`config.mk`:
```
export PLATFORM = sky130hd
export DESIGN_NAME = ftp_front
export DESIGN_NICKNAME = d
export VERILOG_FILES = /design/src/hw/rtl/ftp_pkg.sv /design/src/hw/rtl/ftp_front.sv
export SDC_FILE = /design/constraint.sdc
export NUM_CORES = 1
export LEC_CHECK = 0
export BUFFER_PORTS_ARGS = -buffer_cell sky130_fd_sc_hd__buf_4
export CAP_MARGIN = 10
export CORE_ASPECT_RATIO = 0.6
export CORE_MARGIN = 2
export CORE_UTILIZATION = 23
export CTS_CLUSTER_SIZE = 25
export DETAILED_ROUTE_END_ITERATION = 8
export GPL_TIMING_DRIVEN = 1
export PLACE_DENSITY = 0.51
export SYNTH_ARGS = -nofsm -noshare
export SYNTH_HDL_FRONTEND = slang
export SYNTH_SLANG_ARGS = --single-unit
```
`constraint.sdc`:
```
create_clock -name clk -period 9.4 [get_ports clk]
set_input_delay 0 -clock clk [delete_from_list [all_inputs] [get_ports clk]]
set_output_delay 0 -clock clk [all_outputs]
set_load 0.05 [all_outputs]
```
`src/hw/rtl/ftp_pkg.sv`:
```
// ----------------------------------------------------------------------------
// ftp_pkg
// Shared types and codes of the function time profiler.
// ----------------------------------------------------------------------------
package ftp_pkg;
    localparam logic [1:0] OP_ENTER  = 2'd0;
    localparam logic [1:0] OP_EXIT   = 2'd1;
    localparam logic [1:0] OP_REPORT = 2'd2;
    localparam logic [1:0] OP_CLEAR  = 2'd3;

    localparam logic [1:0] ST_OK      = 2'd0;
    localparam logic [1:0] ST_FULL    = 2'd1;
    localparam logic [1:0] ST_NOENTRY = 2'd2;

    // Byte address of the report limit register.
    localparam logic [1:0] REG_REPORT_LIMIT = 2'd0;

    localparam int MAX_ROWS = 16;

    // One classified command handed from the front end to the back end.
    typedef struct packed {
        logic [1:0]  op;
        logic [31:0] func_id;
        logic [63:0] stamp;
    } cmd_t;
endpackage

```
`src/hw/rtl/ftp_front.sv`:
```
// ----------------------------------------------------------------------------
// ftp_front
// Accepts commands and holds them in a short queue for the back end.
// ----------------------------------------------------------------------------
module ftp_front (
    input  logic          clk,
    input  logic          rst_n,
    input  logic          start,
    input  ftp_pkg::cmd_t cmd_in,
    output logic          busy,
    output logic          q_valid,
    output ftp_pkg::cmd_t q_cmd,
    input  logic          q_pop
);
    import ftp_pkg::*;

    cmd_t q_reg [2];
    logic [1:0] cnt_reg;
    logic       rd_reg;
    logic       wr_reg;
    logic       push;

    // One item is in work at a time, so the queue never holds more than one.
    assign busy    = (cnt_reg != 2'd0);
    assign push    = start && !busy;
    assign q_valid = (cnt_reg != 2'd0);
    assign q_cmd   = q_reg[rd_reg];

    // Queue storage.
    always_ff @(posedge clk)
    begin
        if (push)
        begin
            q_reg[wr_reg] <= cmd_in;
        end
    end

    // Queue pointers.
    always_ff @(posedge clk or negedge rst_n)
    begin
        if (!rst_n)
        begin
            cnt_reg <= 2'd0;
            rd_reg  <= 1'b0;
            wr_reg  <= 1'b0;
        end
        else
        begin
            if (push)
            begin
                wr_reg <= ~wr_reg;
            end
            if (q_pop && q_valid)
            begin
                rd_reg <= ~rd_reg;
            end
            cnt_reg <= cnt_reg + {1'b0, push} - {1'b0, q_pop && q_valid};
        end
    end
endmodule

```
==> run metrics <==
CP required=9.40 ns; post-detail-place hpwl=10500 µm; flop2flop setup slack=6.82 ns; post-synthesis cell count=323; Residual DRC=0; post-CTS resize count=0; total CTS buffers=17; status=complete, no violations; Pleak=4.00 nW; Multi-input gate area=1230 µm²; clock skew=0.00725 ns; min cycle time layout=2.74 ns; Iter 0 DRT Violations=131; Syn Nets=426; GR peak layer=met2; Hold Crit Class=input pin to flop; nets@finish=740; hold_buf cts=102; clock latency on the worst-skew pair=0.43 ns; Top Family by Delay on Critical Path=buffers and inverters; drt total wl=16300 µm; WP buf/inv=2; root cell of the clock tree=clkbuf_16; max reg flops=196; WHS Endpoint=q_reg[1][63]; PortBufs=201; largest net degree at the start of global routing=57; Worst setup EP type=output pin; Core Area=31200 µm²; crit path cell chain=buf_4, mux2_2, buf_4; Hold Path Origin=cmd_in[63]; CP peak stage delay=0.84 ns; H-tree levels=4; startpoint types=flop; warnings from Yosys=0; crit path max-delay cell type=dfrtp_4; TritonRoute pass-1 iters=4; Initial Util=0.234; max cap viols=0; CTS tree=yes; M2 GR Usage=0.161; post-CTS setup buffer count=0; wire per inst=15.3 µm; Reg2Reg Launch Point=cnt_reg[1]; clock sinks=200; std cell rows=50; final std cells w/o fill=1067; met3 usage=0.0364; worst slew pin tran=0.842 ns; total grt overflow=0; TNS Setup=0 ns; critical path arrival=2.74 ns; register area=5990 µm²; synthesized cell area=7290 µm²; syn avg cell area=22.6 µm²; ratio of cells with drive above 1 in the final layout=0.514; Achievable Freq=0.364 GHz; vias in the first global route=4331; Ports=202; Max-slew headroom=0.439; Die Y=142 µm; Setup CP Type=flop to output pin; worst vdd ir=0.000160 V; gr usage total=0.0999; critical path peak fanout=53; vias per cell=3.80; CP dominant cell by count=buf_4; PD cells=301 nW/µm²; Final Max Slew Viols=0; final hold vios=0; hold path depth=2; Final Cycle Share=0.292; clk slew on worst S/H paths=0.07 ns; Die ar.=33200 µm²; flops & latches, synth=200; Die Wd=234 µm; setup violators final=0; reg2reg end=q_reg[0][29]; Area Overhead vs Synth=49.5%; Bufs on Longest Clock Path=2; DP Cell Count=932; Yosys cell types=16; unrepaired setup endpoints after global routing=no; # fillers=2981; vias=4054; R2R cell count=5; GPL Wtd Cong=0.730; post-route ant nets=0; global-route wire length before repair=24100 µm; initial antenna violation count=1; sequential fraction of the synthesis area=0.821; M1 GR Usage=0.122
kinds of logic (layout without fill, tap and decap cells):
| group | after synthesis | after routing | synth area share |
|---|---|---|---|
| DFF | 200 | 200 | 0.821 |
| muxes | 99 | 99 | 0.158 |
| buffers and inverters | 13 | 340 | 0.0117 |
| and+or+nand+nor | 6 | 6 | 0.00343 |
| xor gates and xnor gates | 3 | 3 | 0.00360 |
| adders and majority gates | 1 | 1 | 0.00172 |
| AOI/OAI and AO/OA | 1 | 1 | 0.000686 |
| other | 0 | 1 | 0 |
metrics by stage:
step | worst slack, ns | util | instance area (µm²) | total power, mW | hold slack, ns
2_1_floorplan | 4.11 | - | 7290 | 2.18 | -0.296
3_5_place_dp | 6.76 | 0.297 | 9290 | 2.55 | -0.194
3_3_place_gp | 6.84 | 0.297 | 9290 | 2.54 | -0.199
6_report | 6.66 | 0.349 | 10900 | 3.28 | 0.281
5_1_grt | 6.47 | 0.349 | 10900 | 3.42 | 0.253
4_1_cts | 6.56 | 0.349 | 10900 | 3.34 | 0.243
cell usage after synthesis:
| cell | number | area, µm² |
|---|---|---|
| ha_1 | 1 | 12.5 |
| and3_1 | 1 | 6.26 |
| mux2i_1 | 1 | 10.0 |
| nor2_1 | 2 | 7.51 |
| buf_4 | 1 | 7.51 |
| buf_6 | 3 | 33.8 |
| edfxtp_1 | 196 | 5890 |
| buf_2 | 8 | 40.0 |
| inv_1 | 1 | 3.75 |
| mux2_2 | 88 | 991 |
| o21ai_0 | 1 | 5.00 |
| nand2_1 | 3 | 11.3 |
| dfrtp_1 | 4 | 100 |
| xor2_1 | 1 | 8.76 |
| mux2_4 | 10 | 150 |
| xnor2_1 | 2 | 17.5 |
worst max-delay path by stage:
stage | from | endpoint | slack (ns) | cells past startpoint
6_report | rd_reg | q_cmd[49] | 6.66 | 3
3_3_place_gp | cnt_reg[1] | q_reg[0][30] | 6.84 | 5
3_5_place_dp | cnt_reg[1] | q_reg[0][30] | 6.76 | 5
5_1_grt | rd_reg | q_cmd[46] | 6.47 | 3
4_1_cts | rd_reg | q_cmd[37] | 6.56 | 3
2_1_floorplan | cnt_reg[1] | q_reg[0][0] | 4.11 | 3
power breakdown:
part           internal, mW  switching (mW)
Combinational         0.466           0.877
Sequential             1.14          0.0698
Clock                 0.418           0.316
per-layer routing:
layer / vias up / routed length (µm)
li1: 1906 / -
met5: - / 0
met2: 145 / 7740
met3: 13 / 1220
met1: 1990 / 7140
met4: 0 / 205
area by class of cell:
cell class,instances,share of cell area
clock buffers,24,0.0442
well taps,416,0.0477
diodes,1,0.000230
clock inverters,8,0.0102
multi-input cells,110,0.113
flip-flops and latches,200,0.549
inverters,1,0.000344
repair buffers,307,0.235
placed cells by master (no fill, tap or decap):
cell	instances
bufinv_16	2
dfrtp_1	3
inv_1	1
nand2_1	3
dfrtp_4	1
buf_4	205
xnor2_1	2
mux2_4	10
and3_4	1
diode_2	1
clkinv_4	1
nor2_4	1
dlygate4sd3_1	102
clkbuf_16	17
clkbuf_8	3
nor2_1	1
inv_6	4
ha_1	1
edfxtp_1	196
o21ai_0	1
clkinvlp_4	1
mux2i_1	1
mux2_2	88
xor2_1	1
clkbuf_1	4
Power figures use the tool's default switching activity.
